`config.mk`:
```
export PLATFORM = sky130hd
export DESIGN_NAME = escape_sequence_decoder_unit
export DESIGN_NICKNAME = d
export VERILOG_FILES = /design/src/rtl/esd_pkg.sv /design/src/rtl/esd_core.sv /design/src/rtl/esd_out_fifo.sv /design/src/rtl/escape_sequence_decoder_unit.sv
export SDC_FILE = /design/constraint.sdc
export NUM_CORES = 1
export LEC_CHECK = 0
export BUFFER_PORTS_ARGS = -buffer_cell sky130_fd_sc_hd__buf_2
export CELL_PAD_IN_SITES_DETAIL_PLACEMENT = 1
export CELL_PAD_IN_SITES_GLOBAL_PLACEMENT = 2
export CORE_UTILIZATION = 43
export DETAILED_ROUTE_END_ITERATION = 10
export GPL_TIMING_DRIVEN = 0
export PLACE_DENSITY = 0.89
export SYNTH_ARGS = -nofsm -noshare
export SYNTH_HDL_FRONTEND = slang
export SYNTH_HIERARCHICAL = 1
export SYNTH_SLANG_ARGS = --single-unit
```
`constraint.sdc`:
```
create_clock -name clk_i -period 6.8 [get_ports clk_i]
set_clock_uncertainty 0.1 [all_clocks]
set_input_delay 0.68 -clock clk_i [delete_from_list [all_inputs] [get_ports clk_i]]
set_output_delay 0.68 -clock clk_i [all_outputs]
set_load 0.05 [all_outputs]
```
`src/rtl/esd_pkg.sv`:
```
// esd_pkg: shared types for the escape sequence decoder
// result beat layout and the per-item push bundle between core and output queue
// no dependencies
`default_nettype none

package esd_pkg;

  localparam int unsigned ByteW = 8;
  localparam int unsigned LenW  = 16;

  typedef struct packed {
    logic [ByteW-1:0] out_byte;
    logic             is_done;
    logic [LenW-1:0]  out_length;
  } result_t;

  // up to two results caused by one input beat, first one in slot 0
  typedef struct packed {
    logic    v0;
    logic    v1;
    result_t r0;
    result_t r1;
  } push_t;

endpackage

`default_nettype wire

```
`src/rtl/esd_core.sv`:
```
// esd_core: escape decoding mode machine, byte counter and capacity register
// depends on esd_pkg for result_t and push_t
`default_nettype none

module esd_core (
  input  wire logic                    clk_i,
  input  wire logic                    rst_ni,
  input  wire logic                    cfg_we_i,
  input  wire logic [esd_pkg::LenW-1:0] cfg_wdata_i,
  input  wire logic                    beat_i,
  input  wire logic [esd_pkg::ByteW-1:0] ch_i,
  output esd_pkg::push_t               push_o
);

  typedef enum logic [1:0] {
    MODE_NORMAL,
    MODE_ESC,
    MODE_X,
    MODE_HEX1
  } mode_e;

  localparam logic [7:0] ChNul    = 8'h00;
  localparam logic [7:0] ChBslash = 8'h5c;
  localparam logic [7:0] ChN      = 8'h6e;
  localparam logic [7:0] ChR      = 8'h72;
  localparam logic [7:0] ChT      = 8'h74;
  localparam logic [7:0] ChZero   = 8'h30;
  localparam logic [7:0] ChX      = 8'h78;
  localparam logic [7:0] ByteLf   = 8'h0a;
  localparam logic [7:0] ByteCr   = 8'h0d;
  localparam logic [7:0] ByteTab  = 8'h09;
  localparam logic [15:0] CapReset = 16'd256;

  mode_e       mode_q, mode_d;
  logic [3:0]  nib_q, nib_d;
  logic [15:0] cnt_q, cnt_d;
  logic [15:0] cap_q;
  logic [15:0] limit;
  logic        room;
  logic        hex_ok;
  logic [3:0]  hex_val;
  logic        emit;
  logic [7:0]  emit_byte;

  assign limit = (cap_q == 16'd0) ? 16'd0 : cap_q - 16'd1;
  assign room  = cnt_q < limit;

  always_comb begin
    hex_ok  = 1'b1;
    hex_val = 4'd0;
    if (ch_i >= 8'h30 && ch_i <= 8'h39) begin
      hex_val = 4'(ch_i - 8'h30);
    end else if (ch_i >= 8'h61 && ch_i <= 8'h66) begin
      hex_val = 4'(ch_i - 8'h57);
    end else if (ch_i >= 8'h41 && ch_i <= 8'h46) begin
      hex_val = 4'(ch_i - 8'h37);
    end else begin
      hex_ok = 1'b0;
    end
  end

  always_comb begin
    mode_d    = mode_q;
    nib_d     = nib_q;
    cnt_d     = cnt_q;
    emit      = 1'b0;
    emit_byte = ch_i;
    push_o    = '0;
    if (beat_i) begin
      if (ch_i == ChNul) begin
        if (mode_q == MODE_ESC && room) begin
          push_o.v0 = 1'b1;
          push_o.r0 = '{out_byte: 8'h00, is_done: 1'b0, out_length: 16'd0};
          push_o.v1 = 1'b1;
          push_o.r1 = '{out_byte: 8'h00, is_done: 1'b1, out_length: cnt_q + 16'd1};
        end else begin
          push_o.v0 = 1'b1;
          push_o.r0 = '{out_byte: 8'h00, is_done: 1'b1, out_length: cnt_q};
        end
        mode_d = MODE_NORMAL;
        nib_d  = 4'd0;
        cnt_d  = 16'd0;
      end else if (!room) begin
        mode_d = MODE_NORMAL;
      end else begin
        unique case (mode_q)
          MODE_NORMAL: begin
            if (ch_i == ChBslash) mode_d = MODE_ESC;
            else emit = 1'b1;
          end
          MODE_ESC: begin
            mode_d = MODE_NORMAL;
            emit   = 1'b1;
            unique case (ch_i)
              ChN:     emit_byte = ByteLf;
              ChR:     emit_byte = ByteCr;
              ChT:     emit_byte = ByteTab;
              ChZero:  emit_byte = 8'h00;
              ChX: begin
                emit   = 1'b0;
                mode_d = MODE_X;
              end
              default: emit_byte = ch_i;
            endcase
          end
          MODE_X: begin
            if (hex_ok) begin
              nib_d  = hex_val;
              mode_d = MODE_HEX1;
            end else begin
              mode_d = MODE_NORMAL;
            end
          end
          MODE_HEX1: begin
            mode_d = MODE_NORMAL;
            if (hex_ok) begin
              emit      = 1'b1;
              emit_byte = {nib_q, hex_val};
            end else if (ch_i == ChBslash) begin
              mode_d = MODE_ESC;
            end else begin
              emit = 1'b1;
            end
          end
          default: mode_d = MODE_NORMAL;
        endcase
        if (emit) begin
          push_o.v0 = 1'b1;
          push_o.r0 = '{out_byte: emit_byte, is_done: 1'b0, out_length: 16'd0};
          cnt_d     = cnt_q + 16'd1;
        end
      end
    end
  end

  always_ff @(posedge clk_i or negedge rst_ni) begin
    if (!rst_ni) begin
      mode_q <= MODE_NORMAL;
      nib_q  <= 4'd0;
      cnt_q  <= 16'd0;
      cap_q  <= CapReset;
    end else begin
      mode_q <= mode_d;
      nib_q  <= nib_d;
      cnt_q  <= cnt_d;
      if (cfg_we_i) cap_q <= cfg_wdata_i;
    end
  end

endmodule

`default_nettype wire

```
`src/rtl/esd_out_fifo.sv`:
```
// esd_out_fifo: result queue taking up to two beats per cycle, giving one
// depends on esd_pkg for result_t and push_t
`default_nettype none

module esd_out_fifo #(
  parameter int unsigned Depth = 4
) (
  input  wire logic           clk_i,
  input  wire logic           rst_ni,
  input  wire esd_pkg::push_t push_i,
  input  wire logic           pop_i,
  output logic                full2_o,
  output logic                valid_o,
  output esd_pkg::result_t    head_o
);

  localparam int unsigned AW = (Depth > 1) ? $clog2(Depth) : 1;
  localparam int unsigned CW = $clog2(Depth + 1);

  esd_pkg::result_t mem_q [Depth];
  logic [AW-1:0] wr_q, rd_q, wr1, wr2;
  logic [CW-1:0] cnt_q;
  logic [1:0]    n_push;

  function automatic logic [AW-1:0] incr(input logic [AW-1:0] p);
    incr = (p == AW'(Depth - 1)) ? '0 : p + AW'(1);
  endfunction

  assign wr1     = incr(wr_q);
  assign wr2     = incr(wr1);
  assign n_push  = {1'b0, push_i.v0} + {1'b0, push_i.v1};
  assign valid_o = cnt_q != '0;
  assign head_o  = mem_q[rd_q];
  assign full2_o = cnt_q > CW'(Depth - 2);

  always_ff @(posedge clk_i) begin
    if (push_i.v0) mem_q[wr_q] <= push_i.r0;
    if (push_i.v1) mem_q[wr1]  <= push_i.r1;
  end

  always_ff @(posedge clk_i or negedge rst_ni) begin
    if (!rst_ni) begin
      wr_q  <= '0;
      rd_q  <= '0;
      cnt_q <= '0;
    end else begin
      if (push_i.v1) wr_q <= wr2;
      else if (push_i.v0) wr_q <= wr1;
      if (pop_i) rd_q <= incr(rd_q);
      cnt_q <= cnt_q + CW'(n_push) - CW'(pop_i);
    end
  end

endmodule

`default_nettype wire

```
`src/rtl/escape_sequence_decoder_unit.sv`:
```
// escape_sequence_decoder_unit: top level, decode core feeding a result queue
// depends on esd_pkg, esd_core, esd_out_fifo
//
//   channel | direction | handshake             | payload
//   in      | sink      | in_valid_i/in_stall_o | ch_i
//   out     | source    | out_valid_o/out_stall_i | out_byte_o, is_done_o, out_length_o
//   cfg     | sink      | cfg_we_i              | cfg_wdata_i (out_capacity)
//
// one input beat per cycle while in_stall_o is low; its results enter the queue at
// that edge and the first can be offered on the next cycle, one result beat per
// cycle unless out_stall_i; in_stall_o rises while fewer than two queue slots are free
// reset clears the mode, byte count, queue and sets out_capacity to 256
`default_nettype none

module escape_sequence_decoder_unit #(
  parameter int unsigned FifoDepth = 4
) (
  input  wire logic                     clk_i,
  input  wire logic                     rst_ni,
  input  wire logic                     cfg_we_i,
  input  wire logic [esd_pkg::LenW-1:0] cfg_wdata_i,
  input  wire logic                     in_valid_i,
  output logic                          in_stall_o,
  input  wire logic [esd_pkg::ByteW-1:0] ch_i,
  output logic                          out_valid_o,
  input  wire logic                     out_stall_i,
  output logic [esd_pkg::ByteW-1:0]     out_byte_o,
  output logic                          is_done_o,
  output logic [esd_pkg::LenW-1:0]      out_length_o
);

  esd_pkg::push_t   push;
  esd_pkg::result_t head;
  logic             full2;
  logic             beat;

  assign in_stall_o = full2;
  assign beat       = in_valid_i && !full2;

  esd_core u_core (
    .clk_i       (clk_i),
    .rst_ni      (rst_ni),
    .cfg_we_i    (cfg_we_i),
    .cfg_wdata_i (cfg_wdata_i),
    .beat_i      (beat),
    .ch_i        (ch_i),
    .push_o      (push)
  );

  esd_out_fifo #(
    .Depth (FifoDepth)
  ) u_fifo (
    .clk_i   (clk_i),
    .rst_ni  (rst_ni),
    .push_i  (push),
    .pop_i   (out_valid_o && !out_stall_i),
    .full2_o (full2),
    .valid_o (out_valid_o),
    .head_o  (head)
  );

  assign out_byte_o   = head.out_byte;
  assign is_done_o    = head.is_done;
  assign out_length_o = head.out_length;

endmodule

`default_nettype wire

```
==> out/metrics.csv, run 1 <==
metric;value;unit
pre-CTS setup slack;490;ps
grt total ovfl;0;
Main synth FF type;edfxtp_1;
Final nets;864;
Initial Util;0.444;
RePlAce Congestion;0.831;
maximum VDD drop;0.000219;V
H-tree depth;4;
Comb power frac;0.412;
vias in the first global route;6633;
Clk pwr share;0.251;
Slew @ Worst Pin;1370;ps
share of cells above drive strength 1;0.278;
P&R area growth vs syn;13.1;%
largest net degree at the start of global routing;46;
status;complete, no violations;
DPL Wire Length;16000;um
top post-synthesis cells by count;edfxtp_1, nand2_1, mux2_1;
DRC viols;0;
kind of critical path;reg2reg;
Filler cells;2127;
Inserted Diodes;0;
pwr dens;347;nW/um^2
Seq/Total Area, Yosys;0.454;
PortBufs;54;
CTS Buffer Depth;2;
number of DRC markers in iteration 0;289;
final worst slack;499;ps
Die X;147;um
ANT nets after route;0;
GRT Util Overall;0.222;
Post-Syn Area;9100;um^2
row count;52;
Internal Power;2.10;mW
Critical Path Source Type;flop;
Slew HR;0.0818;
LEAKAGE;4.32;nW
Worst-Skew Late Latency;430;ps
Synth cell types;80;
clk root buf;clkbuf_16;
die height;147;um
synthesized instance count;723;
# resized after CTS;0;
clock sink count;145;
drt total wl;22900;um
Tot Pwr;3.58;mW
DIE AREA;21700;um^2
Hold Path Class;in2async;
Sw Share;0.412;
router iterations before antenna repair;6;
first-pass GRT wire length;36900;um
kind of end point of the critical path;flop;
Peak Freq;159;MHz
count leader, synth;edfxtp_1;
Max Cap Viol;0;
initial antenna violation count;0;
leading area contributor after synthesis;edfxtp_1;
via count;6212;
final count of hold timing violations;0;
post-layout min period;6300;ps
CP arrival;6230;ps
WL per Instance;21.1;um
Post-CTS Hold Buffers;0;
ranking of synthesized cells by area;edfxtp_1, dfrtp_1, mux2_1, mux4_2, mux2_2;
Core Util, Final;0.502;
Yosys reg bits;145;
Slew Limit Fails;0;
Synth async-reset ratio;0.310;
crit path max fanout;25;
setup TNS;0;ps
CTS tree;done;
number of synthesized flops with an enable pin;100;
cts bufs inserted;17;
Syn Area/Cell;12.6;um^2
Reg clk slew, reported paths;70;ps
Core Area;20500;um^2
fin crit share;0.927;
buffer count from post-CTS setup fixing;0;
Worst Path Required;6730;ps
I/O pins;56;
sequential power share;0.337;
vias per cell;5.72;
Synth top area share;0.330;
synth warn;6;
final setup fails;0;
Sw Pwr;1.47;mW
unrepaired setup endpoints after global routing;false;
-- cell usage in the layout, fill, tap and decap left out, types with 6 or more instances in the layout --
cell | synthesis | routed
xor2_1 | 14 | 14
buf_4 | 9 | 9
inv_1 | 24 | 24
dfrtp_1 | 44 | 44
or3_1 | 9 | 9
buf_6 | 12 | 12
o211ai_1 | 9 | 9
xnor2_1 | 11 | 11
o21ai_0 | 17 | 17
nand3_1 | 16 | 16
nand4_1 | 9 | 9
mux2_2 | 43 | 43
and2_1 | 21 | 21
and3_1 | 7 | 7
buf_2 | 9 | 63
nor2_1 | 34 | 34
clkbuf_1 | 15 | 15
inv_6 | 0 | 6
ha_1 | 30 | 30
clkbuf_16 | 0 | 17
nand2b_1 | 6 | 6
mux4_2 | 23 | 23
nand2_1 | 58 | 58
edfxtp_1 | 100 | 100
a21oi_1 | 20 | 20
nor3_1 | 7 | 7
mux2_4 | 19 | 19
conb_1 | 1 | 8
mux2_1 | 57 | 57
-- metrics by stage --
stage	cell area, um^2	hold WS (ps)	std cells
2_1_floorplan	9120	284	730
3_3_place_gp	9730	445	1054
3_5_place_dp	9730	478	1054
4_1_cts	10300	368	1086
5_1_grt	10300	375	1086
6_report	10300	336	1086
-- routing by layer --
metal | track usage | wire length [um] | part of all wire | vias to the layer above
li1 | - | - | - | 2868
met1 | 0.285 | 10000 | 0.44 | 3176
met2 | 0.392 | 11700 | 0.51 | 143
met3 | 0.0306 | 813 | 0.036 | 25
met4 | 0.0634 | 311 | 0.014 | 0
met5 | 0 | 0 | 0 | -
-- cell families (layout without fill, tap and decap cells) --
kind of cell | after synthesis | in the layout | share of synthesized area
xor+xnor | 25 | 25 | 0.0241
compound gates | 92 | 92 | 0.0728
buf+inv | 74 | 160 | 0.0484
mux | 148 | 148 | 0.222
simple gates | 206 | 206 | 0.132
flops | 145 | 145 | 0.454
other cells | 1 | 8 | 0.000412
fa+ha+maj | 32 | 32 | 0.0457
-- sequential cells by signal, summed over array words and instances (netlist names) --
register and count:
u_core/nib_q 4, u_fifo/cnt_q 3, u_core/mode_q 2, u_fifo/mem_q 100, u_core/cap_q 16, u_fifo/rd_q 2, u_core/cnt_q 16, u_fifo/wr_q 2
-- final cells by class --
type,count,area [um^2],area share
well taps,270,338,0.0328
flip-flops and latches,145,4130,0.401
inverters,25,93.8,0.00912
plain buffers,49,347,0.0337
repair buffers,54,270,0.0263
multi-input cells,511,4550,0.442
clock buffers,17,425,0.0413
clock inverters,15,135,0.0131
-- final timing paths --
kind	end	startpoint	depth (start not counted)	slack [ps]
max	u_fifo/mem_q[1][12]	u_core/cap_q[3]	19	500
min	u_core/cap_q[5]	rst_ni	1	340
max reg2reg	u_fifo/mem_q[1][12]	u_core/cap_q[3]	19	500
min reg2reg	u_core/cap_q[14]	u_core/cap_q[14]	1	490
max in group asynchronous	u_fifo/cnt_q[1]	rst_ni	1	5590
min in group clk_i	u_core/cap_q[4]	cfg_wdata_i[4]	2	380
-- critical path, cell delays in order, from the launching register on --
cell and delay [ps]:
dfrtp_1 440, nor4_1 400, nand2_1 200, or4_1 480
nor3b_1 280, xor2_1 190, nand2_1 80, ha_1 300
and4_1 250, and4_1 220, a211o_1 300, nor3_4 380
nand4_4 260, buf_6 240, inv_2 90, buf_4 140
buf_6 160, nand2_4 150, buf_6 200, nand2_1 1010
-- power by group through the flow --
stage | Clock (mW) | Combinational [mW] | Sequential (mW)
final | 0.899 | 1.47 | 1.20
after global routing | 0.954 | 1.57 | 1.22
after CTS | 0.916 | 1.49 | 1.20
after detailed placement | 0 | 1.47 | 1.22
after global placement | 0 | 1.43 | 1.20
after floorplan | 0 | 1.14 | 1.18
(Power assumes the default switching activity.)
==> inputs of run 2 (changes only) <==
--- a/config.mk
+++ b/config.mk
@@ -5,11 +5,12 @@
 export SDC_FILE = /design/constraint.sdc
 export NUM_CORES = 1
 export LEC_CHECK = 0
-export BUFFER_PORTS_ARGS = -buffer_cell sky130_fd_sc_hd__buf_2
 export CELL_PAD_IN_SITES_DETAIL_PLACEMENT = 1
 export CELL_PAD_IN_SITES_GLOBAL_PLACEMENT = 2
-export CORE_UTILIZATION = 43
+export CORE_MARGIN = 4
+export CORE_UTILIZATION = 45
 export DETAILED_ROUTE_END_ITERATION = 10
+export DONT_BUFFER_PORTS = 1
 export GPL_TIMING_DRIVEN = 0
 export PLACE_DENSITY = 0.89
 export SYNTH_ARGS = -nofsm -noshare
==> run 2 against run 1 <==
Against the previous run: non-clock buffer count down 53; largest cell class unchanged; hold slack worse by 330 ps; worst setup slack worse by 8.7 ps; sequential power about the same.
==> out/metrics.csv, run 2 (synthesis results as in run 1) <==
metric;value;unit;change
Slew @ Worst Pin;1360;ps;-11.9 ps
buffer count from post-CTS setup fixing;0;;unchanged
P&R area growth vs syn;10.6;%;
WL per Instance;23.1;um;+9.5%
sequential power share;0.343;;+0.006
Sw Pwr;1.45;mW;-1.8%
DPL Wire Length;16900;um;+5.0%
row count;51;;-1.9%
clk root buf;clkbuf_16;;
grt total ovfl;0;;unchanged
GRT Util Overall;0.222;;about the same
Critical Path Source Type;flop;;
Core Area;19700;um^2;-4.1%
fin crit share;0.928;;+0.00128
Inserted Diodes;0;;unchanged
Cell Area, Placed;9460;um^2;-2.8%
H-tree depth;4;;unchanged
drt total wl;23700;um;+3.6%
Filler cells;2043;;-3.9%
Tot Pwr;3.52;mW;-1.6%
Initial Util;0.463;;+0.0190
clock sink count;145;;unchanged
DIE AREA;22600;um^2;+3.7%
PortBufs;0;;-100%
vias per cell;5.82;;+1.8%
footprint of the multi-input gates;4550;um^2;unchanged
cts bufs inserted;17;;unchanged
first-pass GRT wire length;38400;um;+4.1%
router iterations before antenna repair;7;;+1
Hold Path Class;in2async;;
CP arrival;6230;ps;about the same
most flop-heavy register;u_fifo/mem_q;;
Worst Path Required;6720;ps;about the same
maximum VDD drop;0.000197;V;-9.9%
vias in the first global route;6645;;+0.18%
die height;150;um;+1.9%
Reg clk slew, reported paths;70;ps;about the same
CTS tree;done;;
share of cells above drive strength 1;0.225;;-0.0528
setup TNS;0;ps;unchanged
LEAKAGE;4.12;nW;-4.6%
max reg flops;100;;unchanged
ANT nets after route;0;;unchanged
Die X;150;um;+1.9%
pwr dens;350;nW/um^2;+0.71%
DRC viols;0;;unchanged
status;complete, no violations;;
final instance area;10100;um^2;-2.3%
biggest regs;u_fifo/mem_q: 100 flops, u_core/cap_q: 16 flops, u_core/cnt_q: 16 flops;;
number of DRC markers in iteration 0;229;;-21%
RePlAce Congestion;0.812;;-2.3%
via count;5986;;-3.6%
post-layout min period;6310;ps;+8.72 ps
Clk pwr share;0.260;;+0.009
Worst-Skew Late Latency;420;ps;about the same
kind of critical path;reg2reg;;
unrepaired setup endpoints after global routing;false;;
Internal Power;2.07;mW;-1.4%
I/O pins;56;;unchanged
largest net degree at the start of global routing;46;;unchanged
final count of hold timing violations;0;;unchanged
final setup fails;0;;unchanged
register area;4130;um^2;unchanged
Sw Share;0.411;;-0.000970
Comb power frac;0.396;;-0.016
Slew Limit Fails;0;;unchanged
Slew HR;0.0897;;+0.00793
most frequent cells in the layout;edfxtp_1, nand2_1, mux2_1;;
Final nets;811;;-6.1%
initial antenna violation count;0;;unchanged
crit path max fanout;25;;unchanged
kind of end point of the critical path;flop;;
Peak Freq;158;MHz;-0.14%
Max Cap Viol;0;;unchanged
commonest non-fill, non-tap cell in the layout;edfxtp_1;;
CTS Buffer Depth;2;;unchanged
==> run 2: changes by cell type in the layout (fill, tap and decap cells not counted), sizes merged <==
cell      before  now
clkinvlp       2    3
clkinv         3    5
buf           88   35
bufinv         0    1
inv           35   31
==> run 2: per-layer routing <==
metal | wire (um) | vias to the layer above | global-route usage | share of wire
li1 | - | 2780 | - | -
met1 | 10200 | 3046 | 0.274 | 0.43
met2 | 12200 | 135 | 0.398 | 0.51
met3 | 983 | 25 | 0.0470 | 0.041
met4 | 334 | 0 | 0.0567 | 0.014
met5 | 0 | - | 0 | 0
==> run 2: power by group through the flow <==
stage	clock, mW	combinational [mW]	sequential (mW)
3_5_place_dp	0	1.39	1.22
6_report	0.917	1.40	1.21
5_1_grt	0.971	1.50	1.22
4_1_cts	0.933	1.41	1.21
3_3_place_gp	0	1.33	1.21
2_1_floorplan	0	1.14	1.18
==> run 2: worst max-delay path, cell delays in order, from the launching register on <==
cell,delay [ps]
dfrtp_1,450
nor4_1,410
nand2_1,210
or4_1,500
nor3b_1,290
xor2_1,190
nand2_1,90
ha_1,310
and4_1,260
and4_1,230
a211o_1,310
nor3_4,370
nand4_4,250
buf_6,230
inv_2,90
buf_4,140
buf_6,160
nand2_4,120
buf_6,180
nand2_1,1000
==> run 2: worst paths after layout <==
| path | startpoint | end | slack (ps) | cells after the start |
|---|---|---|---|---|
| worst min register to register | u_core/cap_q[14] | u_core/cap_q[14] | 470 | 1 |
| worst min-delay path | rst_ni | u_core/mode_q[1] | 8 | 1 |
| min in group clk_i | cfg_wdata_i[0] | u_core/cap_q[0] | 290 | 2 |
| worst max register to register | u_core/cap_q[3] | u_fifo/mem_q[2][10] | 490 | 19 |
| worst max-delay path | u_core/cap_q[3] | u_fifo/mem_q[2][10] | 490 | 19 |
| max in group asynchronous | rst_ni | u_core/cap_q[8] | 6330 | 1 |
==> run 2: layout make-up <==
| type | instances | share of cell area |
|---|---|---|
| multi-input combinational | 511 | 0.453 |
| sequential | 145 | 0.411 |
| clock buffer | 17 | 0.0423 |
| buffer | 49 | 0.0345 |
| tap | 265 | 0.0330 |
| clock inverter | 15 | 0.0150 |
| inverter | 25 | 0.00933 |
| timing repair buffer | 1 | 0.00274 |
==> run 2: what timing repair did <==
item / 4_1_cts / 5_1_grt
endpoints found under the hold margin: 45 / 0
resized for setup: 0 / 0
hold buffers: 1 / 0
==> run 2: per-stage QoR <==
stage                     utilization  setup slack [ps]  hold WS, ps  instances
after floorplan                     -              1700          284        730
after global placement          0.481               657          286        995
after detailed placement        0.481               469          286        995
after CTS                       0.512               405        0.601       1028
after global routing            0.512               101         6.23       1028
final                           0.512               490         8.44       1028
